## src/hes_pkg.sv

```systemverilog
`default_nettype none

package hes_pkg;

   localparam int NAME_MAX_LEN   = 32;
   localparam int NUM_MAX_DIGITS = 8;
   localparam int POS_W          = 6;

   localparam logic [POS_W-1:0] LIMIT_NAME = POS_W'(1 + NAME_MAX_LEN);
   localparam logic [POS_W-1:0] LIMIT_DEC  = POS_W'(2 + NUM_MAX_DIGITS);
   localparam logic [POS_W-1:0] LIMIT_HEX  = POS_W'(3 + NUM_MAX_DIGITS);

   localparam logic [7:0] CHAR_AMP   = 8'h26;  // &
   localparam logic [7:0] CHAR_HASH  = 8'h23;  // #
   localparam logic [7:0] CHAR_X_UP  = 8'h58;  // X
   localparam logic [7:0] CHAR_X_LOW = 8'h78;  // x
   localparam logic [7:0] CHAR_SEMI  = 8'h3B;  // ;

   typedef enum logic [1:0] {
      PH_IDLE,
      PH_AMP,
      PH_HASH,
      PH_BODY
   } phase_type;

   function automatic logic is_digit(input logic [7:0] b);
      return (b >= 8'h30) && (b <= 8'h39);
   endfunction

   function automatic logic is_alpha(input logic [7:0] b);
      return ((b >= 8'h41) && (b <= 8'h5A)) || ((b >= 8'h61) && (b <= 8'h7A));
   endfunction

   function automatic logic is_hex(input logic [7:0] b);
      return is_digit(b) || ((b >= 8'h41) && (b <= 8'h46)) ||
             ((b >= 8'h61) && (b <= 8'h66));
   endfunction

endpackage

`default_nettype wire

```

## src/html_entity_scanner_core.sv

```systemverilog
// HTML character reference recognizer.
// Input channel (req_*): one text byte per word, with a scan start flag that
// marks the '&' opening a reference and a text end flag on the last byte.
// Result channel (rsp_*): one word per finished scan, giving a found flag and
// the length from '&' to ';' inclusive (0 when not found). Recognized forms
// are &name;, &#digits; and &#x / &#X followed by hex digits.
// Result timing: the result of the byte that decides a scan is registered and
// appears on rsp_* in the cycle after that byte is accepted. Bytes that
// leave the scan undecided, and bytes outside a scan, give no result word.
// Throughput: one byte per cycle while req_ready is high; the single state
// update per byte is the only loop, closed through the scan state registers.
// Stall: the result sits in one output register. While it is waiting, a new
// byte is accepted only in the cycle the receiver takes the held word, so
// req_ready follows rsp_ready whenever a result is pending.
// Reset: synchronous, active high; returns the scanner to idle and empties
// the output register. Bytes arriving while idle are dropped.
`default_nettype none

module html_entity_scanner_core (
   input  wire logic                        clock,
   input  wire logic                        reset,
   input  wire logic                        req_valid,
   output logic                             req_ready,
   input  wire logic [7:0]                  req_in_byte,
   input  wire logic                        req_scan_start,
   input  wire logic                        req_text_end,
   output logic                             rsp_valid,
   input  wire logic                        rsp_ready,
   output logic                             rsp_entity_found,
   output logic [hes_pkg::POS_W-1:0]        rsp_entity_length
);

   // scan state
   hes_pkg::phase_type            phase_ff, phase_in;
   logic                          numeric_ff, numeric_in;
   logic                          hex_ff, hex_in;
   logic                          nonempty_ff, nonempty_in;
   logic [hes_pkg::POS_W-1:0]     pos_ff, pos_in;
   logic [hes_pkg::POS_W-1:0]     limit_ff, limit_in;

   // output register
   logic                          valid_ff, valid_in;
   logic                          found_ff, found_in;
   logic [hes_pkg::POS_W-1:0]     length_ff, length_in;

   logic                          accept;
   logic                          emit;
   logic [hes_pkg::POS_W-1:0]     body_limit;
   logic                          body_char_ok;
   logic                          is_semi;

   // take a byte whenever the output register is free or being drained
   assign req_ready = !valid_ff || rsp_ready;
   assign accept    = req_valid && req_ready;

   // the first body byte after "&#" is checked against the decimal limit
   assign body_limit = (phase_ff == hes_pkg::PH_HASH) ? hes_pkg::LIMIT_DEC : limit_ff;
   assign is_semi    = (req_in_byte == hes_pkg::CHAR_SEMI);

   always_comb begin
      if (hex_ff) begin
         body_char_ok = hes_pkg::is_hex(req_in_byte);
      end else if (numeric_ff) begin
         body_char_ok = hes_pkg::is_digit(req_in_byte);
      end else begin
         body_char_ok = hes_pkg::is_alpha(req_in_byte) || hes_pkg::is_digit(req_in_byte);
      end
   end

   // next scan state and result for the byte on the input ports
   always_comb begin
      phase_in    = phase_ff;
      numeric_in  = numeric_ff;
      hex_in      = hex_ff;
      nonempty_in = nonempty_ff;
      pos_in      = pos_ff;
      limit_in    = limit_ff;
      emit        = 1'b0;
      found_in    = 1'b0;
      length_in   = '0;

      if (req_scan_start) begin
         // drop any scan in progress and restart
         phase_in    = hes_pkg::PH_IDLE;
         numeric_in  = 1'b0;
         hex_in      = 1'b0;
         nonempty_in = 1'b0;
         pos_in      = '0;
         limit_in    = '0;
         if (req_in_byte == hes_pkg::CHAR_AMP) begin
            phase_in = hes_pkg::PH_AMP;
            pos_in   = hes_pkg::POS_W'(1);
         end else begin
            emit = 1'b1;
         end
      end else begin
         case (phase_ff)
            hes_pkg::PH_AMP: begin
               if (req_in_byte == hes_pkg::CHAR_HASH) begin
                  numeric_in = 1'b1;
                  pos_in     = hes_pkg::POS_W'(2);
                  phase_in   = hes_pkg::PH_HASH;
               end else if (hes_pkg::is_alpha(req_in_byte)) begin
                  pos_in      = hes_pkg::POS_W'(2);
                  nonempty_in = 1'b1;
                  limit_in    = hes_pkg::LIMIT_NAME;
                  phase_in    = hes_pkg::PH_BODY;
               end else begin
                  emit     = 1'b1;
                  phase_in = hes_pkg::PH_IDLE;
               end
            end
            hes_pkg::PH_HASH, hes_pkg::PH_BODY: begin
               if ((phase_ff == hes_pkg::PH_HASH) &&
                   ((req_in_byte == hes_pkg::CHAR_X_LOW) ||
                    (req_in_byte == hes_pkg::CHAR_X_UP))) begin
                  hex_in   = 1'b1;
                  pos_in   = hes_pkg::POS_W'(3);
                  limit_in = hes_pkg::LIMIT_HEX;
                  phase_in = hes_pkg::PH_BODY;
               end else begin
                  limit_in = body_limit;
                  phase_in = hes_pkg::PH_BODY;
                  if (is_semi) begin
                     // close the reference; an empty body is a miss
                     emit      = 1'b1;
                     found_in  = nonempty_ff;
                     length_in = nonempty_ff ? (pos_ff + hes_pkg::POS_W'(1)) : '0;
                     phase_in  = hes_pkg::PH_IDLE;
                  end else if (body_char_ok && (pos_ff < body_limit)) begin
                     pos_in      = pos_ff + hes_pkg::POS_W'(1);
                     nonempty_in = 1'b1;
                  end else begin
                     emit     = 1'b1;
                     phase_in = hes_pkg::PH_IDLE;
                  end
               end
            end
            default: begin
               // idle: ignore the byte
            end
         endcase
      end

      // text ran out before a decision
      if (!emit && req_text_end && (phase_in != hes_pkg::PH_IDLE)) begin
         emit      = 1'b1;
         found_in  = 1'b0;
         length_in = '0;
         phase_in  = hes_pkg::PH_IDLE;
      end
   end

   always_comb begin
      valid_in = valid_ff;
      if (accept) begin
         valid_in = emit;
      end else if (rsp_ready) begin
         valid_in = 1'b0;
      end
   end

   // control state
   always_ff @(posedge clock) begin
      if (reset) begin
         phase_ff    <= hes_pkg::PH_IDLE;
         numeric_ff  <= 1'b0;
         hex_ff      <= 1'b0;
         nonempty_ff <= 1'b0;
         pos_ff      <= '0;
         limit_ff    <= '0;
         valid_ff    <= 1'b0;
      end else begin
         valid_ff <= valid_in;
         if (accept) begin
            phase_ff    <= phase_in;
            numeric_ff  <= numeric_in;
            hex_ff      <= hex_in;
            nonempty_ff <= nonempty_in;
            pos_ff      <= pos_in;
            limit_ff    <= limit_in;
         end
      end
   end

   // result payload: load only with a new word
   always_ff @(posedge clock) begin
      if (accept && emit) begin
         found_ff  <= found_in;
         length_ff <= length_in;
      end
   end

   assign rsp_valid         = valid_ff;
   assign rsp_entity_found  = found_ff;
   assign rsp_entity_length = length_ff;

endmodule

`default_nettype wire

```

## config.mk

```make
export PLATFORM = sky130hd
export DESIGN_NAME = html_entity_scanner_core
export DESIGN_NICKNAME = d
export VERILOG_FILES = /design/src/hes_pkg.sv /design/src/html_entity_scanner_core.sv
export SDC_FILE = /design/constraint.sdc
export NUM_CORES = 1
export LEC_CHECK = 0
export BUFFER_PORTS_ARGS = -buffer_cell sky130_fd_sc_hd__buf_2
export CORE_ASPECT_RATIO = 1.75
export CORE_UTILIZATION = 50
export CTS_BUF_LIST = sky130_fd_sc_hd__clkbuf_8
export DETAILED_ROUTE_END_ITERATION = 10
export PLACE_DENSITY = 0.79
export SETUP_SLACK_MARGIN = 0.05
export SYNTH_ARGS = -nofsm -noshare
export SYNTH_HDL_FRONTEND = slang
export SYNTH_SLANG_ARGS = --single-unit
```

## constraint.sdc

```tcl
create_clock -name clock -period 2.7 [get_ports clock]
set_input_delay 0.27 -clock clock [delete_from_list [all_inputs] [get_ports clock]]
set_output_delay 0.27 -clock clock [all_outputs]
set_load 0.02 [all_outputs]
```

# --- Word level (Yosys, flattened, before mapping) ---
# Index checks and enable logic that the tools add are counted.
# W data, S select, Z words.
op_classes:
  mux: 49
  add_sub_neg: 1
  order_cmp: 9
  bitwise_logic: 3
  eq_ne: 16
  reduce_logical: 34
op_table:
  columns: ["cell", "n"]
  rows:
  - ["$mux W6", 11]
  - ["$le A8 B7 Y1 const B", 4]
  - ["$mux W1", 26]
  - ["$eq A8 B6 Y1 const B", 3]
  - ["$pmux W6 S2", 2]
  - ["$eq A8 B7 Y1 const B", 2]
  - ["$ge A8 B7 Y1 const B", 2]
  - ["$ne A3 B3 Y1 const B", 5]
  - ["$mux W2", 7]
  - ["$ne A4 B4 Y1 const B", 3]
  - ["$reduce_bool A2 Y1", 6]
  - ["$logic_and A1 B1 Y1", 11]
  - ["$ge A8 B6 Y1 const B", 1]
  - ["$le A8 B6 Y1 const B", 1]
  - ["$reduce_and A7 Y1", 1]
  - ["$add A6 B1 Y6 const B", 1]
  - ["$logic_or A1 B1 Y1", 6]
  - ["$lt A6 B6 Y1", 1]
  - ["$reduce_and A3 Y1", 2]
  - ["$reduce_or A6 Y1", 1]
  - ["$reduce_and A5 Y1", 1]
  - ["$reduce_or A5 Y1", 1]
  - ["$eq A2 B2 Y1 const B", 2]
  - ["$pmux W1 S2", 2]
  - ["7 further kinds", 10]
word_totals:
  register_bits: 25
  elab_cells: 121
  in_bits: 14
  out_inout_bits: 9

# --- Logic depth before layout (Yosys ltp) ---
# Gate-level depths: netlist of run 1.
depth:
  word_depth: 17
  ltp_mapped: 11
  mapped_depth_nobuf: 10

# --- Least setup slack after synthesis of run 1 ---
# Ideal clock, no wire load.
synth_timing:
  kind: "register to register"
  from: "reg phase_ff[0]"
  to: "reg found_ff, in the netlist rsp_entity_found (enable)"
  n_path_buf: 1
  synth_period_minus_slack_ns: 2.637
  t_arrival_ns: 2.264
  setup_ns: 0.373
  stages_incl_launch_ff: 12
  setup_slack_ns: 0.063
  path_cell_list: "dfxtp_1 > buf_2 > inv_1 > nand2_1 > nand2_1 > ha_1 > a21o_1 > a221oi_1 > nand2_1 > o21ai_1 > nand3_1 > a21oi_1"
synth_via:
  elab_chain_len: 14
synth_rtl:
  columns: ["item", "line_no", "text"]
  rows:
  - ["start: declaration", "html_entity_scanner_core.sv:34", "hes_pkg::phase_type phase_ff, phase_in;"]
  - ["start signal: assignment", "html_entity_scanner_core.sv:166", "phase_ff <= hes_pkg::PH_IDLE;"]
  - ["start signal: assignment", "html_entity_scanner_core.sv:176", "phase_ff <= phase_in;"]
  - ["$eq A2 B2 Y1", "html_entity_scanner_core.sv:57, html_entity_scanner_core.sv:97, html_entity_scanner_core.sv:114", null]
  - ["$mux W6", "html_entity_scanner_core.sv:57", "assign body_limit = (phase_ff == hes_pkg::PH_HASH) ? hes_pkg::LIMIT_DEC : limit_ff;"]
  - ["$lt A6 B6 Y1", "html_entity_scanner_core.sv:130", "end else if (body_char_ok && (pos_ff < body_limit)) begin"]
  - ["$logic_and A1 B1 Y1", "html_entity_scanner_core.sv:130", null]
  - ["$mux W1", "html_entity_scanner_core.sv:130", null]
  - ["$mux W1", "html_entity_scanner_core.sv:124", "if (is_semi) begin"]
  - ["$mux W1", "html_entity_scanner_core.sv:114", "if ((phase_ff == hes_pkg::PH_HASH) &&"]
  - ["$pmux W1 S2", "html_entity_scanner_core.sv:97", "case (phase_ff)"]
  - ["$mux W1", "html_entity_scanner_core.sv:82", "if (req_scan_start) begin"]
  - ["$logic_not A1 Y1", "html_entity_scanner_core.sv:146", "if (!emit && req_text_end && (phase_in != hes_pkg::PH_IDLE)) begin"]
  - ["$logic_and A1 B1 Y1 (2 in series)", "html_entity_scanner_core.sv:146", null]
  - ["$mux W1 *", "html_entity_scanner_core.sv:146", null]
  - ["$logic_and A1 B1 Y1 *", "html_entity_scanner_core.sv:188", "if (accept && emit) begin"]
  - ["end signal: assignment", "html_entity_scanner_core.sv:189", "found_ff <= found_in;"]
  - ["end: declaration", "html_entity_scanner_core.sv:43", "logic found_ff, found_in;"]
# Mark *: on every way between the ends. The rest lies on a longest branch, timed or not.
# A chain may end at the register's enable or synchronous reset.

# --- Worst setup path in the final report of run 1 ---
layout_timing:
  from: "reg phase_ff[1]"
  to: "reg length_ff (netlist bit rsp_entity_length[1]) (enable)"
layout_via:
  elab_chain_len: 14
layout_rtl:
  columns: ["item", "line_no", "text"]
  rows:
  - ["$eq A2 B2 Y1", "html_entity_scanner_core.sv:57, html_entity_scanner_core.sv:97, html_entity_scanner_core.sv:114", null]
  - ["$mux W6", "html_entity_scanner_core.sv:57", null]
  - ["$lt A6 B6 Y1", "html_entity_scanner_core.sv:130", null]
  - ["$logic_and A1 B1 Y1", "html_entity_scanner_core.sv:130", null]
  - ["$mux W1", "html_entity_scanner_core.sv:130", null]
  - ["$mux W1", "html_entity_scanner_core.sv:124", null]
  - ["$mux W1", "html_entity_scanner_core.sv:114", null]
  - ["$pmux W1 S2", "html_entity_scanner_core.sv:97", null]
  - ["$mux W1", "html_entity_scanner_core.sv:82", null]
  - ["$logic_not A1 Y1", "html_entity_scanner_core.sv:146", null]
  - ["$logic_and A1 B1 Y1 (2 in series)", "html_entity_scanner_core.sv:146", null]
  - ["$mux W1 *", "html_entity_scanner_core.sv:146", null]
  - ["$logic_and A1 B1 Y1 *", "html_entity_scanner_core.sv:188", null]
  - ["end signal: assignment", "html_entity_scanner_core.sv:190", "length_ff <= length_in;"]
  - ["end: declaration", "html_entity_scanner_core.sv:44", "logic [hes_pkg::POS_W-1:0] length_ff, length_in;"]
# Marked as above.

==> results of run 1 <==
==> area by class of cell <==
| type | count | area (µm²) | share of cell area |
|---|---|---|---|
| Tap cell | 43 | 53.8 | 0.0280 |
| Timing Repair Buffer | 29 | 163 | 0.0847 |
| Clock inverter | 1 | 3.75 | 0.00196 |
| Clock buffer | 3 | 41.3 | 0.0215 |
| Sequential cell | 25 | 573 | 0.299 |
| Multi-Input combinational cell | 162 | 1050 | 0.550 |
| Inverter | 8 | 30.0 | 0.0156 |
==> power by group through the flow <==
| stage | logic [W] | clock network [W] | registers, W |
|---|---|---|---|
| global placement | 0.000120 | 0 | 0.000406 |
| CTS | 0.000123 | 0.000220 | 0.000397 |
| global route | 0.000143 | 0.000233 | 0.000399 |
| detailed placement | 0.000121 | 0 | 0.000406 |
| finish | 0.000129 | 0.000218 | 0.000397 |
| floorplan | 0.0000768 | 0 | 0.000412 |
==> timing repair <==
item / 4_1_cts / 5_1_grt
setup buffers: 0 / 1
setup endpoints to repair: 8 / 11
endpoints found under the hold margin: 0 / 0
pin swaps: 0 / 0
gates resized for setup: 2 / 3
==> cells in the final DEF, fill, tap and decap left out, types with 3 or more instances in the layout <==
master     Yosys  routed
nor3_1         3       3
o211ai_1       3       3
buf_2          2      22
a211oi_1       3       3
nor2_1        23      23
nand2b_1       6       6
nand3_1       11      11
and2_1         5       5
nand4_1        4       4
inv_1          8       9
and3_1         3       3
buf_4          1       7
nor2b_1        5       4
dfxtp_1       18      16
edfxtp_1       7       7
or3_1          5       5
a21oi_1       12      12
nand2_1       21      21
o2111ai_1      3       3
o21ai_0        7       7
ha_1           6       6
clkbuf_8       0       3
==> metal layers <==
| layer | track usage | up-vias | share of wire |
|---|---|---|---|
| li1 | - | 801 | - |
| met1 | 0.263 | 788 | 0.36 |
| met2 | 0.472 | 58 | 0.55 |
| met3 | 0.0227 | 21 | 0.030 |
| met4 | 0.174 | 0 | 0.057 |
| met5 | 0 | - | 0 |
==> registers in the layout, indices dropped and copies added, names as in the netlist <==
name               count
hex_ff                 1
limit_ff               6
nonempty_ff            1
numeric_ff             1
phase_ff               2
pos_ff                 6
rsp_entity_found       1
rsp_entity_length      6
rsp_valid              1
==> kinds of logic (layout without fill, tap and decap cells) <==
kind of cell | after synthesis | after routing
mux | 2 | 2
fa+ha+maj | 6 | 6
buf+inv | 17 | 41
simple gates | 101 | 101
xor+xnor | 4 | 4
compound gates | 49 | 49
flops | 25 | 25
==> per-stage QoR <==
step            util  worst slack [ns]  std cells  total power, W
2_1_floorplan      -            0.0633        204        0.000488
3_3_place_gp   0.582            0.0461        266        0.000526
3_5_place_dp   0.582           0.00314        266        0.000528
4_1_cts        0.599            0.0695        270        0.000741
5_1_grt        0.604            0.0885        271        0.000774
6_report       0.604             0.185        271        0.000745
==> how the worst min path moves through the flow <==
stage                                  start                        to  slack (ns)
floorplan           nonempty_ff$_SDFFE_PP0P_  nonempty_ff$_SDFFE_PP0P_        0.42
detailed placement  nonempty_ff$_SDFFE_PP0P_  nonempty_ff$_SDFFE_PP0P_        0.47
finish                             req_valid    rsp_valid$_SDFFE_PP0P_        0.33
global placement    nonempty_ff$_SDFFE_PP0P_  nonempty_ff$_SDFFE_PP0P_        0.46
CTS                                req_valid    rsp_valid$_SDFFE_PP0P_        0.35
global route                       req_valid    rsp_valid$_SDFFE_PP0P_        0.35
==> worst min-delay path, cell delays in order <==
cell      delay, ns
buf_2          0.10
nand2b_1       0.07
o221ai_1       0.14
==> metrics.txt, run 1 <==
Post-route DRC 0; NetSw 0.000201 W; most common cell in the netlist nor2_1; number of synthesized flops with an enable pin 7; Synth Area in Compound Gates 0.215; Slew Limit Fails 0; #FFs+latches synth 25; Area Overhead vs Synth 13.5%; CP bufs+invs 1; most common library cells after synthesis 23 x nor2_1, 21 x nand2_1, 18 x dfxtp_1; cell at the slowest stage of the critical path dfxtp_2; XOR/XNOR Fraction of Synth Area 0.0207; Clock Latency Late Sink 0.27 ns; hold crit path type primary input to flop; first drt pass iteration count 4; CP max stage delay 0.41 ns; GP Congestion 0.904; RR Startpoint phase_ff[1]$_SDFFE_PP0P_; CTS Buffer Depth 2; peak supply drop 0.219 mV; gr usage total 0.262; combinational share of power 0.173; Clock Skew 0.0105 ns; ANT nets after route 0; Worst path depth 10; crit path max fanout 8; multiplexer share of the synthesized area 0.0118; Sequential Power Share 0.534; status complete, no violations; CTS Sinks 25; Crit path max-delay family simple AND/OR/NAND/NOR gates; Syn Area/Cell 8.29 µm²; CTS Root Cell clkbuf_8; I/O Buffers 22; vias in the first global route 1613; Yosys warnings 0; Die Area 3630 µm²; FF-to-FF setup slack 0.18 ns; Post-synth ARST share 0; placed standard-cell area 1850 µm²; mapped cell area 1690 µm²; Setup-failing EPs final 0; Final Hold Fails 0; Netlist cell types 54; Synthesized Nets 224; FF-to-FF path depth 10; CTS tree yes; post-route minimum period 2.52 ns; detailed-route vias per instance 6.15; Clock Power Share 0.293; Slew @ Worst Pin 0.515 ns; Routed WL 4260 µm; post-synth top area cell dfxtp_1; final instance area 1920 µm²; H-tree Lvls 1; Power Dens Cells 388 nW/µm²; largest net degree at the start of global routing 19; CP Class flop to flop; Worst Path Required 2.73 ns; Rows 27; max cap viols 0; internal cell power 0.000543 W; Slew HR 0.652; hold depth 3; share of layout cells above drive strength 1 0.211; fin nets 249; chip width 46.0 µm; DR iter-0 viols 59; worst hold slack 0.332 ns; Period Utilization, post-route 0.932; Setup crit start phase_ff[1]$_SDFFE_PP0P_; Fillers 309; io pins 23; Synth Instances 204; cells along the critical path nor2b_2 > nor2_1 > ha_1 > and3_1 > a221oi_2 > and2_1 > nand2_1 > a211oi_2 > a21oi_1 > buf_4; Primary FF master, synth dfxtp_1; dpl hpwl 3360 µm; Synth top area share 0.213; startpoint types flop; CORE AREA 3180 µm²; Reg-to-Reg End rsp_entity_length[1]$_SDFFCE_PP0P_; sequential element share of the synthesized area 0.338; initial antenna violation count 0; initial core utilization 0.532; TritonCTS Buffers 3; Worst Setup EP rsp_entity_length[1]$_SDFFCE_PP0P_; Worst Setup End Kind flop; ant diodes 0; vias 1668; Leakage 0.742 nW; global route overflow 0; Reg clk slew, reported paths 0.09 ns; largest family of logic cells by synthesized area simple AND/OR/NAND/NOR gates; Die H 78.9 µm; Sw Ratio 0.271; wire length per cell 15.7 µm; first-pass GRT wire length 7090 µm; Post-CTS Hold Buffers 0; Post-Synth Simple-Gate Area 0.323; fmax 398 MHz; post-synthesis adder-cell area fraction 0.0444; Setup TNS 0 ns; worst endpoint data arrival time 2.55 ns; ranking of synthesized cells by area dfxtp_1 21%, edfxtp_1 12%, nor2_1 5.1%; unrepaired setup endpoints after global routing no
(Power assumes the default switching activity.)
==> run 2: changes to the inputs <==
--- a/config.mk
+++ b/config.mk
@@ -5,13 +5,15 @@
 export SDC_FILE = /design/constraint.sdc
 export NUM_CORES = 1
 export LEC_CHECK = 0
-export BUFFER_PORTS_ARGS = -buffer_cell sky130_fd_sc_hd__buf_2
+export CAP_MARGIN = 20
 export CORE_ASPECT_RATIO = 1.75
 export CORE_UTILIZATION = 50
 export CTS_BUF_LIST = sky130_fd_sc_hd__clkbuf_8
 export DETAILED_ROUTE_END_ITERATION = 10
-export PLACE_DENSITY = 0.79
+export DONT_BUFFER_PORTS = 1
+export PLACE_DENSITY = 0.73
 export SETUP_SLACK_MARGIN = 0.05
+export SKIP_LAST_GASP = 1
 export SYNTH_ARGS = -nofsm -noshare
 export SYNTH_HDL_FRONTEND = slang
 export SYNTH_SLANG_ARGS = --single-unit
==> run 2 against run 1 <==
- design area down 2.3%
- core utilization down 1.4 points
- register-to-register slack better by 0.05 ns
- critical path type unchanged
- die area unchanged
- fmax up 2.1%
- sequential power up 2%
- clock skew down 0.00086 ns
- clock power about the same
- routed wire length up 6.2%
==> metrics.txt, run 2 (synthesis results as in run 1) <==
max cap viols 0; Worst Setup End Kind flop; DR iter-0 viols 59; peak supply drop 0.253 mV; post-route minimum period 2.46 ns; pre-CTS setup slack -0.101 ns; Reg-to-Reg End rsp_entity_length[1]$_SDFFCE_PP0P_; TritonCTS Buffers 3; GR Util met2 0.532; CTS Buffer Depth 2; Clock Skew 0.00967 ns; final instance area 1870 µm²; post-CTS setup buffers 0; RR Startpoint phase_ff[0]$_SDFFE_PP0P_; Leakage 0.693 nW; hold crit path type primary input to flop; FF-to-FF setup slack 0.24 ns; Post-route DRC 0; ant diodes 0; Hold Startpoint reset; vias in the first global route 1668; Placed Cells 252; status complete, no violations; FF-to-FF path depth 10; startpoint types flop; Setup WS post-layout 0.237 ns; placed standard-cell area 1800 µm²; Die H 78.9 µm; ANT nets after route 0; CTS tree yes; Power Dens Cells 387 nW/µm²; global route overflow 0; hold depth 1; initial antenna violation count 0; Worst Path Required 2.71 ns; first drt pass iteration count 5; fmax 406 MHz; chip width 46.0 µm; dpl hpwl 3610 µm; Fillers 305; CP Class flop to flop; Slew @ Worst Pin 0.537 ns; Clock Latency Late Sink 0.27 ns; Reg clk slew, reported paths 0.08 ns; Rows 27; first-pass GRT wire length 7380 µm; worst hold slack 0.0698 ns; most common cell after layout, fill and taps aside nor2_1; gr usage total 0.272; worst endpoint data arrival time 2.48 ns; wire length per cell 17.7 µm; Area Overhead vs Synth 10.9%; I/O Buffers 0; H-tree Lvls 1; Setup-failing EPs final 0; unrepaired setup endpoints after global routing no; FF/Latch Area 571 µm²; largest net degree at the start of global routing 19; Period Utilization, post-route 0.912; Routed WL 4520 µm; initial core utilization 0.532; CTS Root Cell clkbuf_8; Multi-input gate area 1070 µm²; Slew Limit Fails 0; Final Hold Fails 0; final std cells w/o fill 256; fin nets 234; io pins 23; crit path max fanout 7; share of layout cells above drive strength 1 0.160; Slew HR 0.638; GP Congestion 0.957; Hold Path Sink limit_ff[0]$_SDFFE_PP0P_; vias 1654; GRT met3 Usage 0.0318; met1 global-route usage 0.258; Setup TNS 0 ns; CORE AREA 3180 µm²; grt peak-use layer met2; most frequent cells in the layout 23 x nor2_1, 20 x nand2_1, 18 x dfxtp_1; CTS Sinks 25; detailed-route vias per instance 6.46; Die Area 3630 µm²
## run 2: changes by cell type in the layout (fill, tap and decap cells not counted), sizes merged
cell,before,now
buf,29,14
## run 2: power breakdown
| part | total (W) | switching [W] | leakage, nW | internal, W |
|---|---|---|---|---|
| Sequential | 0.000404 | 0.0000107 | 0.213 | 0.000394 |
| Clock | 0.000221 | 0.000120 | 0.0269 | 0.000102 |
| Combinational | 0.0000991 | 0.0000598 | 0.453 | 0.0000392 |
## run 2: worst max path at each step
| stage | startpoint | end |
|---|---|---|
| floorplan | phase_ff[0]$_SDFFE_PP0P_ | rsp_entity_found$_SDFFCE_PP0P_ |
| global placement | phase_ff[0]$_SDFFE_PP0P_ | rsp_entity_length[5]$_SDFFCE_PP0P_ |
| detailed placement | phase_ff[0]$_SDFFE_PP0P_ | rsp_entity_length[1]$_SDFFCE_PP0P_ |
| CTS | phase_ff[0]$_SDFFE_PP0P_ | rsp_entity_length[1]$_SDFFCE_PP0P_ |
| global route | phase_ff[0]$_SDFFE_PP0P_ | rsp_entity_length[1]$_SDFFCE_PP0P_ |
| finish | phase_ff[0]$_SDFFE_PP0P_ | rsp_entity_length[1]$_SDFFCE_PP0P_ |
## run 2: final cells by class
class	instances	area share
Multi-Input combinational cell	162	0.571
Sequential cell	25	0.304
Timing Repair Buffer	14	0.0561
Tap cell	43	0.0287
Clock buffer	3	0.0220
Inverter	8	0.0160
Clock inverter	1	0.00200
## run 2: worst max-delay path, cell delays in order, from the launching register on
cell,delay (ns)
dfxtp_1,0.36
inv_1,0.11
nand2_2,0.10
nand2_1,0.06
ha_1,0.29
a21o_1,0.20
a221oi_2,0.30
and2_4,0.21
nand2_1,0.08
a211oi_2,0.34
a21oi_4,0.15
## run 2: metrics by stage
step	total power (W)	util
6_report	0.000725	0.590
4_1_cts	0.000716	0.583
3_5_place_dp	0.000503	0.566
3_3_place_gp	0.000499	0.566
2_1_floorplan	0.000488	-
5_1_grt	0.000748	0.590
## run 2: metal layers
layer  part of all wire  up-vias  routed length [µm]
li1                   -      773                   -
met1               0.33      771                1510
met2               0.58       89                2620
met3              0.054       21                 244
met4              0.033        0                 150
met5                  0        -                   0
## run 2: what timing repair did
item,4_1_cts,5_1_grt
endpoints found under the hold margin,0,0
setup endpoints to repair,8,10
hold buffers,0,0
pin swaps,0,1
resized for setup,2,5
gates cloned,0,0
==> run 3: changes to the inputs <==
--- a/config.mk
+++ b/config.mk
@@ -6,9 +6,9 @@
 export NUM_CORES = 1
 export LEC_CHECK = 0
 export CAP_MARGIN = 20
-export CORE_ASPECT_RATIO = 1.75
 export CORE_UTILIZATION = 50
 export CTS_BUF_LIST = sky130_fd_sc_hd__clkbuf_8
+export CTS_CLUSTER_DIAMETER = 150
 export DETAILED_ROUTE_END_ITERATION = 10
 export DONT_BUFFER_PORTS = 1
 export PLACE_DENSITY = 0.73
==> run 3 against run 2 <==
- combinational power decreased by 5.3%
- via count decreased by 6.0%
- clock skew decreased by 0.0027 ns
- sequential power about the same
- register-to-register slack got worse by 0.03 ns
- design area decreased by 2.2%
- global-route usage decreased by 2.3 points
- final cell count decreased by 1.6%
- flip-flop and latch count unchanged
- die area decreased by 0.24%
- clock power about the same
- critical path type unchanged
- largest cell class unchanged
- largest power group unchanged
- highest routed layer unchanged
==> metrics.txt, run 3 (synthesis results as in run 1) <==
fin nets 229; first drt pass iteration count 4; post-route minimum period 2.49 ns; TritonCTS Buffers 3; crit path max fanout 6; detailed-route vias per instance 6.17; Routed WL 4070 µm; CTS Root Cell clkbuf_8; Area Overhead vs Synth 8.44%; RR Startpoint phase_ff[0]$_SDFFE_PP0P_; ANT nets after route 0; Worst Setup EP nonempty_ff$_SDFFE_PP0P_; FF-to-FF path depth 11; Clock Latency Late Sink 0.27 ns; placed standard-cell area 1760 µm²; Reg clk slew, reported paths 0.09 ns; FF-to-FF setup slack 0.21 ns; Clock Skew 0.00698 ns; CTS Buffer Depth 2; Setup-failing EPs final 0; CORE AREA 3130 µm²; GRT met3 Usage 0.0281; Period Utilization, post-route 0.922; status complete, no violations; GR Util met2 0.419; Setup crit start phase_ff[0]$_SDFFE_PP0P_; worst endpoint data arrival time 2.68 ns; grt peak-use layer met2; wire length per cell 16.1 µm; ant diodes 0; most common cell after layout, fill and taps aside nor2_1; Slew HR 0.644; Reg-to-Reg End nonempty_ff$_SDFFE_PP0P_; most used cell, CP nand2_1; chip width 60.1 µm; cell at the slowest stage of the critical path dfxtp_1; Die Area 3620 µm²; Rows 20; hold depth 1; dpl hpwl 3120 µm; Slew @ Worst Pin 0.528 ns; peak supply drop 0.165 mV; fmax 402 MHz; Setup WS post-layout 0.212 ns; Fillers 285; GP Congestion 0.832; most frequent cells in the layout 23 x nor2_1, 21 x nand2_1, 18 x dfxtp_1; largest net degree at the start of global routing 19; initial core utilization 0.540; Worst Path Required 2.89 ns; CP max stage delay 0.37 ns; startpoint types flop; Final Hold Fails 0; share of layout cells above drive strength 1 0.135; first-pass GRT wire length 6700 µm; max cap viols 0; cells along the critical path inv_1 > nand2_1 > nand2_1 > ha_1 > a21o_1 > a221oi_2 > and2_4 > nand2_1 > buf_4 > o32a_1 > o21ai_0; CP Class flop to flop; Post-route DRC 0; H-tree Lvls 1; initial antenna violation count 0; vias in the first global route 1496; vias 1554; final instance area 1830 µm²; CTS Sinks 25; Crit path max-delay family compound AO/OA/AOI/OAI gates; Leakage 0.663 nW; Power Dens Cells 391 nW/µm²; gr usage total 0.250; met1 global-route usage 0.313; Total Power 0.000717 W; Die H 60.1 µm; io pins 23; Worst path depth 11; CP bufs+invs 2; global route overflow 0; DR iter-0 viols 78; Slew Limit Fails 0; Worst Setup End Kind flop; pre-CTS setup slack -0.155 ns; CTS tree yes; hold crit path type primary input to flop; unrepaired setup endpoints after global routing no; I/O Buffers 0
[run 3: cell count changes in the layout (fill, tap and decap cells not counted)]
cell,before,now
nor2b_2,0,1
a211oi_1,2,3
nand2_2,1,0
nand2_1,20,21
nor2b_1,5,4
buf_4,14,9
a211oi_2,2,1
[run 3: layer usage]
metal	vias to the layer above	part of all wire
li1	761	-
met1	727	0.43
met2	57	0.50
met3	9	0.050
met4	0	0.023
met5	-	0
[run 3: stage by stage]
stage          hold WS [ns]  TNS, ns  cells   util
3_5_place_dp          0.347    -1.08    248  0.563
5_1_grt              0.0556        0    252  0.586
4_1_cts              0.0577        0    252  0.579
2_1_floorplan         0.425        0    204      -
3_3_place_gp          0.345        0    248  0.563
6_report             0.0621        0    252  0.586
[run 3: final cells by class]
| cell class | count | area (µm²) | share of cell area |
|---|---|---|---|
| clock buffers | 3 | 41.3 | 0.0225 |
| flip-flops and latches | 25 | 571 | 0.311 |
| repair buffers | 9 | 67.6 | 0.0369 |
| well taps | 44 | 55.1 | 0.0300 |
| clock inverters | 1 | 3.75 | 0.00205 |
| multi-input cells | 162 | 1060 | 0.581 |
| inverters | 8 | 30.0 | 0.0164 |
[run 3: worst min-delay path by stage]
| stage | to | slack (ns) | startpoint |
|---|---|---|---|
| 2_1_floorplan | nonempty_ff$_SDFFE_PP0P_ | 0.42 | nonempty_ff$_SDFFE_PP0P_ |
| 3_3_place_gp | limit_ff[5]$_SDFFE_PP0P_ | 0.34 | reset |
| 3_5_place_dp | limit_ff[0]$_SDFFE_PP0P_ | 0.35 | reset |
| 4_1_cts | limit_ff[0]$_SDFFE_PP0P_ | 0.06 | reset |
| 5_1_grt | limit_ff[5]$_SDFFE_PP0P_ | 0.06 | reset |
| 6_report | limit_ff[0]$_SDFFE_PP0P_ | 0.06 | reset |
[run 3: report_power, final]
part,total [W],switching (W),internal [W]
registers,0.000405,0.0000110,0.000394
clock network,0.000219,0.000117,0.000102
logic,0.0000938,0.0000563,0.0000375
total,0.000717,0.000184,0.000533
[run 3: repair_timing]
item | in CTS | in global routing
endpoints found under the setup margin | 7 | 12
endpoints found under the hold margin | 0 | 0
gates cloned | 0 | 0
pin swaps | 0 | 1
hold buffers | 0 | 0
setup buffers | 0 | 0
resized for setup | 1 | 5
